[config.mk]
export PLATFORM = sky130hd
export DESIGN_NAME = tiny_register_machine_execute_top_flat
export DESIGN_NICKNAME = d
export VERILOG_FILES = /design/src/design/trmx_pkg.sv /design/src/design/trmx_if.sv /design/src/design/trmx_cfg.sv /design/src/design/trmx_front.sv /design/src/design/trmx_queue.sv /design/src/design/trmx_back.sv /design/src/design/tiny_register_machine_execute_top.sv /design/src/flat_wrapper.sv
export SDC_FILE = /design/constraint.sdc
export NUM_CORES = 1
export LEC_CHECK = 0
export ABC_CLOCK_PERIOD_IN_PS = 12280
export BUFFER_PORTS_ARGS = -buffer_cell sky130_fd_sc_hd__buf_4
export CAP_MARGIN = 0
export CELL_PAD_IN_SITES_DETAIL_PLACEMENT = 1
export CELL_PAD_IN_SITES_GLOBAL_PLACEMENT = 1
export CORE_MARGIN = 1
export CORE_UTILIZATION = 40
export CTS_BUF_LIST = sky130_fd_sc_hd__clkbuf_16
export CTS_CLUSTER_SIZE = 30
export DETAILED_ROUTE_END_ITERATION = 10
export PLACE_DENSITY = 0.79
export SYNTH_ARGS = -nofsm -noshare
export SYNTH_HDL_FRONTEND = slang
export SYNTH_HIERARCHICAL = 1
export SYNTH_SLANG_ARGS = --single-unit
[constraint.sdc]
create_clock -name clk -period 12.28 [get_ports clk]
set_input_delay 0.614 -clock clk [delete_from_list [all_inputs] [get_ports clk]]
set_output_delay 0.614 -clock clk [all_outputs]
set_load 0.01 [all_outputs]
[src/design/trmx_pkg.sv]
// Shared types and constants for the tiny register machine execute block.
// No dependencies; every other design file refers to this package by scoped names.
package trmx_pkg;

    localparam int REG_WIDTH  = 32;
    localparam int PROG_DEPTH = 256;
    localparam int PC_W       = 32;
    localparam int PLEN_W     = 9;
    localparam int STEP_W     = 8;
    localparam int IMM_W      = 31;
    localparam int SHAMT_W    = $clog2(REG_WIDTH);
    localparam int STEP_LIMIT_RESET = 150;

    typedef enum logic [3:0] {
        OP_NOP = 4'd0,
        OP_SET = 4'd1,
        OP_AND = 4'd2,
        OP_OR  = 4'd3,
        OP_ADD = 4'd4,
        OP_SUB = 4'd5,
        OP_SHL = 4'd6,
        OP_SHR = 4'd7,
        OP_JMP = 4'd8,
        OP_PRT = 4'd9,
        OP_CMT = 4'd10
    } opcode_t;

    typedef enum logic [2:0] {
        K_BAD,
        K_NOP,
        K_WRITE,
        K_JMP,
        K_PRT
    } kind_t;

    typedef enum logic [2:0] {
        ALU_SET,
        ALU_AND,
        ALU_OR,
        ALU_ADD,
        ALU_SUB,
        ALU_SHL,
        ALU_SHR
    } alu_t;

    typedef enum logic [1:0] {
        ERR_NONE      = 2'd0,
        ERR_MALFORMED = 2'd1,
        ERR_STEPS     = 2'd2,
        ERR_HALTED    = 2'd3
    } err_t;

    localparam logic [2:0] ADDR_PROG_LENGTH = 3'd0;
    localparam logic [2:0] ADDR_STEP_LIMIT  = 3'd4;

    typedef struct packed {
        kind_t              kind;
        alu_t               alu;
        logic [1:0]         dest_reg;
        logic               src_is_reg;
        logic [1:0]         src_reg;
        logic [IMM_W-1:0]   src_imm;
    } instr_t;

    typedef struct packed {
        logic [PLEN_W-1:0]  program_length;
        logic [STEP_W-1:0]  step_limit;
    } cfg_t;

    typedef struct packed {
        logic [PC_W-1:0]      next_pc;
        logic                 prog_done;
        logic                 print_valid;
        logic                 print_from_reg;
        logic [1:0]           print_reg;
        logic [REG_WIDTH-1:0] print_value;
        err_t                 error_code;
    } result_t;

endpackage

[src/design/trmx_if.sv]
// Handshake channel interfaces for instruction items and result items.
// Depends on trmx_pkg for field widths.
interface trmx_req_if;
    logic                        valid;
    logic                        ready;
    logic [3:0]                  req_type;
    logic                        malformed;
    logic [1:0]                  dest_reg;
    logic                        src_is_reg;
    logic [1:0]                  src_reg;
    logic [trmx_pkg::IMM_W-1:0]  src_imm;

    modport source (output valid, req_type, malformed, dest_reg, src_is_reg, src_reg, src_imm,
                    input ready);
    modport sink   (input valid, req_type, malformed, dest_reg, src_is_reg, src_reg, src_imm,
                    output ready);
endinterface

interface trmx_rsp_if;
    logic                            valid;
    logic                            ready;
    logic [trmx_pkg::PC_W-1:0]       next_pc;
    logic                            prog_done;
    logic                            print_valid;
    logic                            print_from_reg;
    logic [1:0]                      print_reg;
    logic [trmx_pkg::REG_WIDTH-1:0]  print_value;
    logic [1:0]                      error_code;

    modport source (output valid, next_pc, prog_done, print_valid, print_from_reg, print_reg,
                    print_value, error_code, input ready);
    modport sink   (input valid, next_pc, prog_done, print_valid, print_from_reg, print_reg,
                    print_value, error_code, output ready);
endinterface

[src/design/trmx_cfg.sv]
// APB-style configuration registers: program length and step limit.
// Depends on trmx_pkg.
module trmx_cfg (
    input  logic                 clk,
    input  logic                 rst_n,
    input  logic                 psel,
    input  logic                 penable,
    input  logic                 pwrite,
    input  logic [2:0]           paddr,
    input  logic [31:0]          pwdata,
    output logic [31:0]          prdata,
    output logic                 pready,
    output trmx_pkg::cfg_t       cfg
);

    trmx_pkg::cfg_t cfg_reg;
    trmx_pkg::cfg_t cfg_next;
    logic           wr_en;

    assign pready = 1'b1;
    assign wr_en  = psel && penable && pwrite;
    assign cfg    = cfg_reg;

    always_comb
    begin
        cfg_next = cfg_reg;
        if (wr_en)
        begin
            if (paddr[2] == trmx_pkg::ADDR_STEP_LIMIT[2])
                cfg_next.step_limit = pwdata[trmx_pkg::STEP_W-1:0];
            else
                cfg_next.program_length = pwdata[trmx_pkg::PLEN_W-1:0];
        end
    end

    always_comb
    begin
        if (paddr[2] == trmx_pkg::ADDR_STEP_LIMIT[2])
            prdata = 32'(cfg_reg.step_limit);
        else
            prdata = 32'(cfg_reg.program_length);
    end

    always_ff @(posedge clk or negedge rst_n)
    begin
        if (!rst_n)
        begin
            cfg_reg.program_length <= '0;
            cfg_reg.step_limit     <= trmx_pkg::STEP_W'(trmx_pkg::STEP_LIMIT_RESET);
        end
        else
        begin
            cfg_reg <= cfg_next;
        end
    end

endmodule

[src/design/trmx_front.sv]
// Front end: takes instruction beats and classifies them into decoded entries.
// Depends on trmx_pkg and trmx_req_if.
module trmx_front (
    trmx_req_if.sink            req,
    input  logic                q_full,
    output logic                q_push,
    output trmx_pkg::instr_t    q_data
);

    assign req.ready = !q_full;
    assign q_push    = req.valid && !q_full;

    always_comb
    begin
        q_data.alu        = trmx_pkg::ALU_SET;
        q_data.dest_reg   = req.dest_reg;
        q_data.src_is_reg = req.src_is_reg;
        q_data.src_reg    = req.src_reg;
        q_data.src_imm    = req.src_imm;
        unique case (req.req_type)
            trmx_pkg::OP_NOP, trmx_pkg::OP_CMT: q_data.kind = trmx_pkg::K_NOP;
            trmx_pkg::OP_SET:
            begin
                q_data.kind = trmx_pkg::K_WRITE;
                q_data.alu  = trmx_pkg::ALU_SET;
            end
            trmx_pkg::OP_AND:
            begin
                q_data.kind = trmx_pkg::K_WRITE;
                q_data.alu  = trmx_pkg::ALU_AND;
            end
            trmx_pkg::OP_OR:
            begin
                q_data.kind = trmx_pkg::K_WRITE;
                q_data.alu  = trmx_pkg::ALU_OR;
            end
            trmx_pkg::OP_ADD:
            begin
                q_data.kind = trmx_pkg::K_WRITE;
                q_data.alu  = trmx_pkg::ALU_ADD;
            end
            trmx_pkg::OP_SUB:
            begin
                q_data.kind = trmx_pkg::K_WRITE;
                q_data.alu  = trmx_pkg::ALU_SUB;
            end
            trmx_pkg::OP_SHL:
            begin
                q_data.kind = trmx_pkg::K_WRITE;
                q_data.alu  = trmx_pkg::ALU_SHL;
            end
            trmx_pkg::OP_SHR:
            begin
                q_data.kind = trmx_pkg::K_WRITE;
                q_data.alu  = trmx_pkg::ALU_SHR;
            end
            trmx_pkg::OP_JMP: q_data.kind = trmx_pkg::K_JMP;
            trmx_pkg::OP_PRT: q_data.kind = trmx_pkg::K_PRT;
            default:          q_data.kind = trmx_pkg::K_BAD;
        endcase
        if (req.malformed)
            q_data.kind = trmx_pkg::K_BAD;
    end

endmodule

[src/design/trmx_queue.sv]
// Two-entry queue of decoded instructions between front and back end.
// Depends on trmx_pkg.
module trmx_queue (
    input  logic                clk,
    input  logic                rst_n,
    input  logic                push,
    input  trmx_pkg::instr_t    push_data,
    output logic                full,
    input  logic                pop,
    output logic                valid,
    output trmx_pkg::instr_t    pop_data
);

    trmx_pkg::instr_t mem [2];
    logic             wr_ptr_reg;
    logic             wr_ptr_next;
    logic             rd_ptr_reg;
    logic             rd_ptr_next;
    logic [1:0]       count_reg;
    logic [1:0]       count_next;

    assign full     = count_reg == 2'd2;
    assign valid    = count_reg != 2'd0;
    assign pop_data = mem[rd_ptr_reg];

    always_comb
    begin
        wr_ptr_next = push ? !wr_ptr_reg : wr_ptr_reg;
        rd_ptr_next = pop ? !rd_ptr_reg : rd_ptr_reg;
        count_next  = count_reg + 2'(push) - 2'(pop);
    end

    always_ff @(posedge clk)
    begin
        if (push)
            mem[wr_ptr_reg] <= push_data;
    end

    always_ff @(posedge clk or negedge rst_n)
    begin
        if (!rst_n)
        begin
            wr_ptr_reg <= 1'b0;
            rd_ptr_reg <= 1'b0;
            count_reg  <= 2'd0;
        end
        else
        begin
            wr_ptr_reg <= wr_ptr_next;
            rd_ptr_reg <= rd_ptr_next;
            count_reg  <= count_next;
        end
    end

endmodule

[src/design/trmx_back.sv]
// Back end: register file, program counter, step count and halt; one entry per cycle
// into a result register unless rsp stalls it. Depends on trmx_pkg and trmx_rsp_if.
module trmx_back (
    input  logic                clk,
    input  logic                rst_n,
    input  trmx_pkg::cfg_t      cfg,
    input  logic                q_valid,
    input  trmx_pkg::instr_t    q_data,
    output logic                q_pop,
    trmx_rsp_if.source          rsp
);

    localparam int RW = trmx_pkg::REG_WIDTH;

    logic [RW-1:0]                 rf_reg [4];
    logic [RW-1:0]                 rf_next [4];
    logic [trmx_pkg::PC_W-1:0]     pc_reg;
    logic [trmx_pkg::PC_W-1:0]     pc_next;
    logic [trmx_pkg::STEP_W-1:0]   steps_reg;
    logic [trmx_pkg::STEP_W-1:0]   steps_next;
    logic                          halted_reg;
    logic                          halted_next;
    logic                          out_valid_reg;
    logic                          out_valid_next;
    trmx_pkg::result_t             res_reg;
    trmx_pkg::result_t             res_next;

    logic [RW-1:0]                 operand;
    logic [RW-1:0]                 dval;
    logic [RW-1:0]                 alu_out;
    logic                          shamt_big;
    logic [trmx_pkg::PC_W-1:0]     limit_len;

    assign operand   = q_data.src_is_reg ? rf_reg[q_data.src_reg] : RW'(q_data.src_imm);
    assign dval      = rf_reg[q_data.dest_reg];
    assign shamt_big = operand >= RW'(RW);
    assign q_pop     = q_valid && (!out_valid_reg || rsp.ready);
    assign limit_len = (32'(cfg.program_length) < 32'(trmx_pkg::PROG_DEPTH))
                       ? 32'(cfg.program_length) : 32'(trmx_pkg::PROG_DEPTH);

    always_comb
    begin
        unique case (q_data.alu)
            trmx_pkg::ALU_SET: alu_out = operand;
            trmx_pkg::ALU_AND: alu_out = dval & operand;
            trmx_pkg::ALU_OR:  alu_out = dval | operand;
            trmx_pkg::ALU_ADD: alu_out = dval + operand;
            trmx_pkg::ALU_SUB: alu_out = dval - operand;
            trmx_pkg::ALU_SHL: alu_out = shamt_big ? '0
                                         : dval << operand[trmx_pkg::SHAMT_W-1:0];
            trmx_pkg::ALU_SHR: alu_out = shamt_big ? '0
                                         : dval >> operand[trmx_pkg::SHAMT_W-1:0];
            default:           alu_out = operand;
        endcase
    end

    always_comb
    begin
        rf_next        = rf_reg;
        pc_next        = pc_reg;
        steps_next     = steps_reg;
        halted_next    = halted_reg;
        out_valid_next = out_valid_reg && !rsp.ready;
        res_next       = res_reg;

        if (q_pop)
        begin
            out_valid_next          = 1'b1;
            res_next.print_valid    = 1'b0;
            res_next.print_from_reg = 1'b0;
            res_next.print_reg      = 2'd0;
            res_next.print_value    = '0;
            res_next.error_code     = trmx_pkg::ERR_NONE;
            priority if (halted_reg)
            begin
                res_next.error_code = trmx_pkg::ERR_HALTED;
            end
            else if (q_data.kind == trmx_pkg::K_BAD)
            begin
                res_next.error_code = trmx_pkg::ERR_MALFORMED;
                halted_next         = 1'b1;
            end
            else
            begin
                if (q_data.kind == trmx_pkg::K_WRITE)
                    rf_next[q_data.dest_reg] = alu_out;
                if (q_data.kind == trmx_pkg::K_JMP && rf_reg[3] == '0)
                    pc_next = 32'(operand);
                else
                    pc_next = pc_reg + 32'd1;
                if (q_data.kind == trmx_pkg::K_PRT)
                begin
                    res_next.print_valid    = 1'b1;
                    res_next.print_from_reg = q_data.src_is_reg;
                    res_next.print_reg      = q_data.src_is_reg ? q_data.src_reg : 2'd0;
                    res_next.print_value    = operand;
                end
                if (steps_reg >= cfg.step_limit)
                begin
                    res_next.error_code = trmx_pkg::ERR_STEPS;
                    halted_next         = 1'b1;
                end
                if (steps_reg != '1)
                    steps_next = steps_reg + trmx_pkg::STEP_W'(1);
            end
            res_next.next_pc   = pc_next;
            res_next.prog_done = pc_next >= limit_len;
        end
    end

    assign rsp.valid          = out_valid_reg;
    assign rsp.next_pc        = res_reg.next_pc;
    assign rsp.prog_done      = res_reg.prog_done;
    assign rsp.print_valid    = res_reg.print_valid;
    assign rsp.print_from_reg = res_reg.print_from_reg;
    assign rsp.print_reg      = res_reg.print_reg;
    assign rsp.print_value    = res_reg.print_value;
    assign rsp.error_code     = res_reg.error_code;

    always_ff @(posedge clk)
    begin
        res_reg <= res_next;
    end

    always_ff @(posedge clk or negedge rst_n)
    begin
        if (!rst_n)
        begin
            for (int i = 0; i < 4; i++)
                rf_reg[i] <= '0;
            pc_reg        <= '0;
            steps_reg     <= '0;
            halted_reg    <= 1'b0;
            out_valid_reg <= 1'b0;
        end
        else
        begin
            rf_reg        <= rf_next;
            pc_reg        <= pc_next;
            steps_reg     <= steps_next;
            halted_reg    <= halted_next;
            out_valid_reg <= out_valid_next;
        end
    end

endmodule

[src/design/tiny_register_machine_execute_top.sv]
// Top level: one instruction beat in, one result beat out, per cycle when not stalled.
// Path: an input beat goes into the queue, then is executed into the result register.
// Throughput: one beat per cycle unless rsp stalls, set by the back end's execute step.
// Reset: asynchronous, active low; clears registers, pc, step count, halt and queue,
// program_length to 0 and step_limit to 150. No clearing pass.
// Depends on trmx_pkg, trmx_if, trmx_cfg, trmx_front, trmx_queue and trmx_back.
module tiny_register_machine_execute_top (
    input  logic         clk,
    input  logic         rst_n,
    input  logic         psel,
    input  logic         penable,
    input  logic         pwrite,
    input  logic [2:0]   paddr,
    input  logic [31:0]  pwdata,
    output logic [31:0]  prdata,
    output logic         pready,
    trmx_req_if.sink     req,
    trmx_rsp_if.source   rsp
);

    trmx_pkg::cfg_t   cfg;
    trmx_pkg::instr_t push_data;
    trmx_pkg::instr_t pop_data;
    logic             q_push;
    logic             q_full;
    logic             q_pop;
    logic             q_valid;

    trmx_cfg u_cfg (
        .clk     (clk),
        .rst_n   (rst_n),
        .psel    (psel),
        .penable (penable),
        .pwrite  (pwrite),
        .paddr   (paddr),
        .pwdata  (pwdata),
        .prdata  (prdata),
        .pready  (pready),
        .cfg     (cfg)
    );

    trmx_front u_front (
        .req    (req),
        .q_full (q_full),
        .q_push (q_push),
        .q_data (push_data)
    );

    trmx_queue u_queue (
        .clk       (clk),
        .rst_n     (rst_n),
        .push      (q_push),
        .push_data (push_data),
        .full      (q_full),
        .pop       (q_pop),
        .valid     (q_valid),
        .pop_data  (pop_data)
    );

    trmx_back u_back (
        .clk     (clk),
        .rst_n   (rst_n),
        .cfg     (cfg),
        .q_valid (q_valid),
        .q_data  (pop_data),
        .q_pop   (q_pop),
        .rsp     (rsp)
    );

endmodule
[src/flat_wrapper.sv]
// flat-port wrapper written by rule: the top's interface ports become plain ports
module tiny_register_machine_execute_top_flat 
  (clk, rst_n, psel, penable, pwrite, paddr, pwdata, prdata, pready, req_valid, req_req_type, req_malformed, req_dest_reg, req_src_is_reg, req_src_reg, req_src_imm, req_ready, rsp_valid, rsp_next_pc, rsp_prog_done, rsp_print_valid, rsp_print_from_reg, rsp_print_reg, rsp_print_value, rsp_error_code, rsp_ready);
  trmx_req_if req_i ();
  trmx_rsp_if rsp_i ();
  input  logic clk;
  input  logic rst_n;
  input  logic psel;
  input  logic penable;
  input  logic pwrite;
  input  logic [2:0] paddr;
  input  logic [31:0] pwdata;
  output logic [31:0] prdata;
  output logic pready;
  input wire logic [$bits(req_i.valid)-1:0] req_valid;
  input wire logic [$bits(req_i.req_type)-1:0] req_req_type;
  input wire logic [$bits(req_i.malformed)-1:0] req_malformed;
  input wire logic [$bits(req_i.dest_reg)-1:0] req_dest_reg;
  input wire logic [$bits(req_i.src_is_reg)-1:0] req_src_is_reg;
  input wire logic [$bits(req_i.src_reg)-1:0] req_src_reg;
  input wire logic [$bits(req_i.src_imm)-1:0] req_src_imm;
  output wire logic [$bits(req_i.ready)-1:0] req_ready;
  output wire logic [$bits(rsp_i.valid)-1:0] rsp_valid;
  output wire logic [$bits(rsp_i.next_pc)-1:0] rsp_next_pc;
  output wire logic [$bits(rsp_i.prog_done)-1:0] rsp_prog_done;
  output wire logic [$bits(rsp_i.print_valid)-1:0] rsp_print_valid;
  output wire logic [$bits(rsp_i.print_from_reg)-1:0] rsp_print_from_reg;
  output wire logic [$bits(rsp_i.print_reg)-1:0] rsp_print_reg;
  output wire logic [$bits(rsp_i.print_value)-1:0] rsp_print_value;
  output wire logic [$bits(rsp_i.error_code)-1:0] rsp_error_code;
  input wire logic [$bits(rsp_i.ready)-1:0] rsp_ready;
  assign req_i.valid = req_valid;
  assign req_i.req_type = req_req_type;
  assign req_i.malformed = req_malformed;
  assign req_i.dest_reg = req_dest_reg;
  assign req_i.src_is_reg = req_src_is_reg;
  assign req_i.src_reg = req_src_reg;
  assign req_i.src_imm = req_src_imm;
  assign req_ready = req_i.ready;
  assign rsp_valid = rsp_i.valid;
  assign rsp_next_pc = rsp_i.next_pc;
  assign rsp_prog_done = rsp_i.prog_done;
  assign rsp_print_valid = rsp_i.print_valid;
  assign rsp_print_from_reg = rsp_i.print_from_reg;
  assign rsp_print_reg = rsp_i.print_reg;
  assign rsp_print_value = rsp_i.print_value;
  assign rsp_error_code = rsp_i.error_code;
  assign rsp_i.ready = rsp_ready;
  tiny_register_machine_execute_top u_core (.clk(clk), .rst_n(rst_n), .psel(psel), .penable(penable), .pwrite(pwrite), .paddr(paddr), .pwdata(pwdata), .prdata(prdata), .pready(pready), .req(req_i), .rsp(rsp_i));
endmodule
# Yosys cells after proc, flatten, opt, wreduce, memory -nomap -nowiden
# Memory sizes are Yosys's and may differ from the RTL's.
# Cells that the tools add are included.
[word_totals] ff_bits=262 mem_bits_rw=84 memories=1
[memory_table] name="u_core.u_queue.mem" depth=2 width=42 rd=1 rd_ports_with_merged_regs=0 wr=1 line_no="trmx_queue.sv:14" text="trmx_pkg::instr_t mem [2];"
[classes] n_addsub=6 n_lt_le_gt_ge=7 eq_ne=21 shift=2 muxes=32 bitwise_logic=9 n_reduce_logical=26
[op_table] cell="32-bit 2-to-1 mux" count=12
[op_table] cell="32-bit one-hot mux with 6 select lines" count=1
[op_table] cell="32-bit binary-select mux with 2-bit select" count=2
[op_table] cell="128-bit bitwise mux" count=1
[op_table] cell="32-bit demux with 2-bit select" count=1
[op_table] cell="36-bit 2-to-1 mux" count=1
[op_table] cell="32-bit by 1-bit adder with 32-bit output, second input constant" count=1
[op_table] cell="32-bit adder" count=1
[op_table] cell="32-bit AND" count=1
[op_table] cell="32-bit by 6-bit greater-or-equal comparator with 1-bit output, second input constant" count=1
[op_table] cell="32-bit by 9-bit greater-or-equal comparator with 1-bit output" count=1
[op_table] cell="32-bit logical NOT" count=1
[op_table] cell="32-bit bitwise OR" count=1
[op_table] cell="32-bit by 5-bit << shifter with 32-bit output" count=1
[op_table] cell="32-bit by 5-bit right shift with 32-bit output" count=1
[op_table] cell="32-bit subtractor" count=1
[op_table] cell="9-bit 2-to-1 mux" count=2
[op_table] cell="3-bit one-hot mux with 6 select lines" count=1
[op_table] cell="4-bit by 3-bit equality test with 1-bit output, second input constant" count=4
[op_table] cell="3-bit by 2-bit equality test with 1-bit output, second input constant" count=4
[op_table] cell="3-bit equality test, second input constant" count=4
[op_table] cell="4-bit equality test, second input constant" count=3
[op_table] cell="3-bit one-hot mux with 4 select lines" count=1
[op_table] cell="9-bit less-than comparator, second input constant" count=1
[op_table] cell="other kinds (28)" count=55

# Depth between registers and ports, before layout
# Gate-level depths: netlist of the first run.
# An unclocked memory read counts as a cell.
[logic_depth] word_depth=11 depth_mapped=28 ltp_nobuf=20

# Hierarchy
# Netlist of the first run, hierarchy kept.
[modules_own_cells] mod="trmx_back" n_inst=1 cells_each=2289 area_per_inst_um2=20253.2
[modules_own_cells] mod="trmx_queue" n_inst=1 cells_each=146 area_per_inst_um2=3432.0
[modules_own_cells] mod="trmx_cfg" n_inst=1 cells_each=72 area_per_inst_um2=963.4
[modules_own_cells] mod="trmx_front" n_inst=1 cells_each=51 area_per_inst_um2=360.3

# Worst setup path after synthesis of the first run
# OpenSTA, ideal clock, no wires.
[synth_timing] path_kind="register to register" startpoint="reg u_core.u_queue.rd_ptr_reg" endpoint="reg u_core/u_back/rf_reg[19] (netlist bit)" t_arrival_ps=6321 t_required_ps=12131 setup_slack_ps=5810 path_stages_with_launch=28 n_path_buf=8 period_less_slack_ps=6470 cell_sequence="dfrtp_1 > buf_6 > buf_12 > mux2_4 > buf_6 > buf_6 > buf_6 > mux4_2 > mux2_2 > inv_2 > buf_2 > buf_2 > clkbuf_1 > ha_1 > nand3_1 > nor4_1 > a21oi_1 > xor2_1 > ha_1 > a211oi_1 > o21ai_0 > a21o_1 > or2_2 > a21oi_1 > o21bai_1 > xor2_1 > a2111oi_1 > o31ai_1"
[synth_lines] item="from (decl)" line_no="trmx_queue.sv:17" text="logic rd_ptr_reg;"
[synth_lines] item="from (signal assigned)" line_no="trmx_queue.sv:50" text="rd_ptr_reg <= rd_ptr_next;"
[synth_lines] item="to (signal assigned)" line_no="trmx_back.sv:138" text="rf_reg <= rf_next;"
[synth_lines] item="to (decl)" line_no="trmx_back.sv:15" text="logic [RW-1:0] rf_reg [4];"

==> impl_results.md, run 1 <==
* Synth top area share at 0.187
* Worst Path Class, Setup: reg2reg
* Final clock skew at 0.0446 ns
* Setup Buffers After CTS at 0
* Final design utilization at 0.447
* FMAX at 119 MHz
* CTS Hold Bufs at 0
* CTS tree: yes
* Synth unique cells at 101
* Total grt overflow at 0
* Asr flop ratio synth at 0.552
* Area growth, synth to finish at 10.3%
* Routing usage on met1 at 0.413
* Drt pass-1 iters at 5
* Vias in the first global route at 22900
* Total CTS buffers at 40
* IO Count at 189
* Fin crit share at 0.682
* Fin crit period at 8.37 ns
* Clock Latency Late Sink at 0.59 ns
* Worst EP required at 12.78 ns
* Max reg flops at 128
* Root Driver: clkbuf_16
* DIE AREA at 0.0635 mm2
* Worst slew margin at 0.180
* Cell Count, Final, Fillers Out at 3448
* Final Max Tran Viols at 0
* Post-CTS sizing at 0
* Gate Count Post-Synth at 2558
* Reg clk slew, reported paths at 0.07 ns
* H-tree lvl count at 2
* Final setup viols at 0
* CTS Sinks at 346
* Number of remaining DRC errors at 0
* RSZ-0062 raised after global routing: false
* DIE WIDTH at 252 um
* DRT antenna net count at 0
* Min-Delay Path Class: in2async
* Drt initial violations at 2442
* Most Used Layer, Global Route: met2
* Pin count of the biggest net entering global routing at 110
* Row Count at 91
* Worst setup SP type: flop
* Syn_area_per_cell at 9.78 um2
* GRT met3 Usage at 0.0608
* Mapped cell area at 0.0250 mm2
* Post-DP Area at 0.0264 mm2
* Endpoints failing hold at 0
* IO buf count at 139
* Largest fanout on the critical path at 42
* Cell total after placement at 3374
* Nets at 2720
* RePlAce Congestion at 1.00
* Top-count cell post-synth: nand2_1
* Routed vias/inst at 6.51
* Antenna violations before repair at 2
* First-pass GRT wire length at 146000 um
* Synthesized flop and latch total at 346
* Initial core utilization at 0.405
* Top cells by area, synth: dfrtp_1, edfxtp_1, mux2i_1
* Main flop type after synthesis: dfrtp_1
* Ant. Diodes at 0
* CP Capture Type: flop
* Yosys warns at 6
* Routed vias at 22400
* Sequential area share after synthesis at 0.377
* Post-DP HPWL at 69600 um
* Largest area contributor in the netlist: dfrtp_1
* Total core area at 0.0617 mm2
* Arrival time at the worst endpoint at 8.87 ns
* Final instance area at 0.0276 mm2
* Detailed-route wire length per cell at 28.3 um
* EDFF count, synth at 155
* Worst-margin pin slew at 1.23 ns
* Status: finished clean
* Setup TNS at 0 ns
* Post-synth top cells: nand2_1, a21oi_1, nor2_1, dfrtp_1, edfxtp_1
* Max-Cap Viols at 0
* Layout cells sized above 1 at 0.191
* Clock buffer depth at 3
* Die Y at 252 um
* Drt total wl at 97500 um
* Global-route usage over all layers at 0.302
* GRT met2 Usage at 0.467
## placed cells by master (no fill, tap or decap), drive strengths merged, types with 39 or more instances in the layout
cell type    n
nand2      243
buf        195
a21oi      195
nor2       191
dfrtp      187
o21ai      167
edfxtp     155
mux2i      154
mux2       139
inv         71
ha          57
mux4        52
nand3       47
clkbuf      42
o211ai      39
nor3        39
## layer usage
| layer | part of all wire | vias up |
|---|---|---|
| met5 | 0.00050 | - |
| met4 | 0.043 | 8 |
| met3 | 0.090 | 225 |
| met2 | 0.45 | 1146 |
| met1 | 0.42 | 11400 |
| li1 | - | 9645 |
## logic make-up after synthesis
family / count (synthesis) / share of synthesized area
AO/OA/AOI/OAI: 773 / 0.205
XOR/XNOR: 59 / 0.0213
adder cells (fa/ha/maj): 58 / 0.0293
buffers and inverters: 292 / 0.0602
flip-flops: 346 / 0.377
multiplexers: 345 / 0.179
other: 2 / 0.000300
AND/OR/NAND/NOR: 683 / 0.128
## cell type report
cell class	count	area [um2]
flip-flops and latches	346	9440
inverters	53	199
repair buffers	196	1480
fillers	6953	34100
well taps	837	1050
clock buffers	41	1030
multi-input cells	1942	14200
clock inverters	33	201
## critical path, cell delays in order (launching register included)
cell and delay (ns):
dfrtp_2 0.37, buf_4 0.60, mux2_4 0.67, mux4_2 0.39, mux2_2 0.27, buf_4 0.29, inv_2 0.55, ha_1 0.36
nand3_1 0.15, nor4_1 0.58, nor2_1 0.11, xnor2_1 0.17, ha_1 0.38, and3_1 0.24, nand2_1 0.07, a21oi_1 0.21
o21ai_1 0.26, o311ai_1 0.99, a211oi_1 0.19, a2111o_1 0.46, a31oi_1 0.60, mux2_2 0.29
## final timing paths
check	start	end	slack, ns	cells past startpoint
max reg2reg	u_core/u_queue/rd_ptr_reg	u_core/u_back/rf_reg[122]	3.91	21
max	u_core/u_queue/rd_ptr_reg	u_core/u_back/rf_reg[122]	3.91	21
max in group asynchronous	rst_n	u_core/u_back/rf_reg[42]	10.41	2
min in group clk	req_src_imm[28]	u_core/u_queue/mem[0][28]	0.22	1
min	rst_n	u_core/u_back/pc_reg[0]	0.13	1
min reg2reg	u_core/u_back/rf_reg[88]	u_core/u_back/rf_reg[88]	0.51	2
## metrics by stage
step                hold slack, ns  setup WS (ns)
floorplan                    0.318           5.81
global placement             0.472           4.30
detailed placement           0.492           4.15
CTS                          0.179           4.10
finish                       0.134           3.91
global route                 0.210           3.34
Power of run 1 is not shown: default switching activity piles up to over one toggle a cycle in this logic, so the estimate is an artifact.
==> run 2, diff against run 1 <==
--- a/config.mk
+++ b/config.mk
@@ -5,7 +5,8 @@
 export SDC_FILE = /design/constraint.sdc
 export NUM_CORES = 1
 export LEC_CHECK = 0
-export ABC_CLOCK_PERIOD_IN_PS = 12280
+export ABC_AREA = 1
+export ABC_CLOCK_PERIOD_IN_PS = 8600
 export BUFFER_PORTS_ARGS = -buffer_cell sky130_fd_sc_hd__buf_4
 export CAP_MARGIN = 0
 export CELL_PAD_IN_SITES_DETAIL_PLACEMENT = 1
@@ -15,7 +16,7 @@
 export CTS_BUF_LIST = sky130_fd_sc_hd__clkbuf_16
 export CTS_CLUSTER_SIZE = 30
 export DETAILED_ROUTE_END_ITERATION = 10
-export PLACE_DENSITY = 0.79
+export PLACE_DENSITY = 0.84
 export SYNTH_ARGS = -nofsm -noshare
 export SYNTH_HDL_FRONTEND = slang
 export SYNTH_HIERARCHICAL = 1
==> constraint.sdc (replaced) <==
create_clock -name clk -period 8.6 [get_ports clk]
set_input_delay 0.43 -clock clk [delete_from_list [all_inputs] [get_ports clk]]
set_output_delay 0.43 -clock clk [all_outputs]
set_load 0.01 [all_outputs]
==> impl_results.md, run 2 <==
* Drt initial violations at 3005 (was 2442)
* Worst R2R Path Depth at 31 (was 21)
* Most common cell on crit path: nand2_1
* Total grt overflow at 0 (unchanged)
* Cell Count, Final, Fillers Out at 4739 (was 3448)
* Worst-margin pin slew at 1.30 ns (was 1.23 ns)
* Worst EP required at 9.17 ns (was 12.78 ns)
* Final Max Tran Viols at 0 (unchanged)
* Sequential area share after synthesis at 0.370 (was 0.377)
* DIE WIDTH at 254 um (was 252 um)
* Clock buffer depth at 3 (unchanged)
* Critical Path Max Stage Delay at 0.65 ns (was 0.99 ns)
* Reg clk slew, reported paths at 0.07 ns (about the same)
* Final clock skew at 0.0475 ns (was 0.0446 ns)
* CTS Sinks at 346 (unchanged)
* Setup Buffers After CTS at 0 (unchanged)
* Clock Latency Late Sink at 0.63 ns (was 0.59 ns)
* Detailed-route wire length per cell at 24.5 um (was 28.3 um)
* Main flop type after synthesis: dfrtp_1 (unchanged)
* Largest family of logic cells by synthesized area: simple AND/OR/NAND/NOR gates (was compound AO/OA/AOI/OAI gates)
* Die Y at 254 um (was 252 um)
* Root Driver: clkbuf_16 (unchanged)
* CTS tree: yes (unchanged)
* Fin crit period at 6.90 ns (was 8.37 ns)
* Cell total after placement at 4623 (was 3374)
* Row Count at 92 (was 91)
* Max-Cap Viols at 0 (unchanged)
* Antenna violations before repair at 6 (was 2)
* Total core area at 0.0630 mm2 (was 0.0617 mm2)
* Top sig layer: met5 (unchanged)
* Drt pass-1 iters at 6 (was 5)
* Drt total wl at 116000 um (was 97500 um)
* Compound-cell area share of the yosys netlist at 0.105 (was 0.205)
* Met3 routed WL at 11500 um (was 8800 um)
* Top-count cell post-synth: nand2_1 (unchanged)
* Fin crit share at 0.802 (was 0.682)
* M1 wire length at 43900 um (was 40700 um)
* Routed vias at 27800 (was 22400)
* CP Capture Type: flop (unchanged)
* Endpoints failing hold at 0 (unchanged)
* Initial core utilization at 0.405 (about the same)
* Global-route usage over all layers at 0.356 (was 0.302)
* Post-Synth XOR/XNOR Area at 0.0206 (was 0.0213)
* First-pass GRT wire length at 173000 um (was 146000 um)
* RSZ-0062 raised after global routing: false (unchanged)
* Min-Delay Path Class: in2reg (was in2async)
* H-tree lvl count at 2 (unchanged)
* Nets at 3998 (was 2720)
* Adder-Cell Fraction of Synth Area at 0.0288 (was 0.0293)
* Status: finished clean (unchanged)
* Largest area contributor in the netlist: nand2_1 (was dfrtp_1)
* Synthesized flop and latch total at 346 (unchanged)
* IO Count at 189 (unchanged)
* Max reg flops at 128 (unchanged)
* Worst slew margin at 0.125 (was 0.180)
* Routed wl met2 at 51600 um (was 43700 um)
* Vias in the first global route at 28100 (was 22900)
* Number of remaining DRC errors at 0 (unchanged)
* CP max-delay cell: buf_4 (was o311ai_1)
* Worst setup SP type: flop (unchanged)
* Setup TNS at 0 ns (unchanged)
* Commonest cells after routing, fill and taps aside: nand2_1, nand3_1, inv_1 (was nand2_1, buf_4, a21oi_1)
* Post-CTS sizing at 0 (unchanged)
* EDFF count, synth at 155 (unchanged)
* IO buf count at 139 (unchanged)
* Post-DP HPWL at 79600 um (was 69600 um)
* Pin count of the biggest net entering global routing at 80 (was 110)
* CTS Hold Bufs at 36 (was 0)
* Final setup viols at 0 (unchanged)
* Asr flop ratio synth at 0.552 (unchanged)
* Post-synthesis simple-gate area fraction at 0.361 (was 0.128)
* Hold Path Stages at 1
* Syn_area_per_cell at 6.77 um2 (was 9.78 um2)
* Mux contribution to synthesized area at 0.000834 (was 0.179)
* Synth top area share at 0.185 (was 0.187)
* RePlAce Congestion at 1.01 (was 1.00)
* Worst Path Class, Setup: reg2reg (unchanged)
* Top cells by area, synth: nand2_1, dfrtp_1, edfxtp_1 (was dfrtp_1, edfxtp_1, mux2i_1)
* Layout cells sized above 1 at 0.0995 (was 0.191)
* Arrival time at the worst endpoint at 7.46 ns (was 8.87 ns)
* Gate Count Post-Synth at 3767 (was 2558)
* Largest fanout on the critical path at 79 (was 42)
* Routed vias/inst at 5.86 (was 6.51)
* DIE AREA at 0.0647 mm2 (was 0.0635 mm2)
* Total CTS buffers at 42 (was 40)
* Mapped cell area at 0.0255 mm2 (was 0.0250 mm2)
* Area growth, synth to finish at 13.2% (was 10.3%)
* Yosys warns at 6 (unchanged)
* Synth unique cells at 61 (was 101)
* Most common library cell in the layout ignoring fill and taps: nand2_1 (unchanged)
* FMAX at 145 MHz (was 119 MHz)
* DRT antenna net count at 0 (unchanged)
* Post-synth top cells: nand2_1, nand3_1, inv_1, nor2_1 (was nand2_1, a21oi_1, nor2_1, dfrtp_1, edfxtp_1)
## run 2: cell count changes in the layout (fill, tap and decap cells not counted), sizes merged, moves of 30 or more
cell and change:
inv +364, nand2 +1031, mux2 -138, mux2i -153
a21oi -84, mux4 -52, dlygate4sd3 +36, o21ai +73
xor2 +30, nor2 +104, nand3 +459
## run 2: final cells by class
| type | count | area (um2) |
|---|---|---|
| clock inverters | 36 | 430 |
| well taps | 846 | 1060 |
| inverters | 432 | 1630 |
| diodes | 2 | 5.00 |
| flip-flops and latches | 346 | 9440 |
| clock buffers | 42 | 1050 |
| multi-input cells | 2790 | 13300 |
| repair buffers | 245 | 1940 |
| fillers | 8190 | 34100 |
## run 2: logic make-up after synthesis
kind of cell | count (synthesis)
xor gates and xnor gates | 60
adders and majority gates | 58
and+or+nand+nor | 2173
buffers and inverters | 653
muxes | 2
AOI/OAI and AO/OA | 473
other | 2
DFF | 346
## run 2: metrics by stage
stage,hold WS (ns),instance area [um2],utilization,setup WS (ns)
floorplan,0.134,25600,-,3.96
global placement,0.462,27000,0.429,2.24
detailed placement,0.465,27000,0.429,2.08
CTS,0.00672,28900,0.458,2.05
global route,0.0106,28900,0.458,1.33
finish,0.0118,28900,0.458,1.70
## run 2: final timing paths
check / from / slack, ns / endpoint
setup reg to reg: u_core/u_queue/rd_ptr_reg / 1.70 / u_core/u_back/rf_reg[90]
min in group asynchronous: rst_n / 0.38 / u_core/u_back/rf_reg[59]
hold reg to reg: u_core/u_back/rf_reg[113] / 0.48 / u_core/u_back/rf_reg[113]
setup / recovery: u_core/u_queue/rd_ptr_reg / 1.70 / u_core/u_back/rf_reg[90]
hold / removal: req_src_imm[21] / 0.01 / u_core/u_queue/mem[1][21]
max in group asynchronous: rst_n / 6.83 / u_core/u_back/rf_reg[106]
## run 2: critical path, delay by kind of cell (launching register included)
kind / cells / cell delay, ns
and+or+nand+nor: 19 / 3.33
buffers and inverters: 5 / 1.36
AOI/OAI and AO/OA: 4 / 0.81
adders and majority gates: 2 / 0.59
DFF: 1 / 0.43
xor gates and xnor gates: 1 / 0.20
## run 2: routing by layer
layer / up-vias / track usage
met3: 426 / 0.0875
met5: - / 0
met4: 8 / 0.241
li1: 12300 / -
met1: 13600 / 0.431
met2: 1424 / 0.561
Power of run 2 is left out for the same reason.
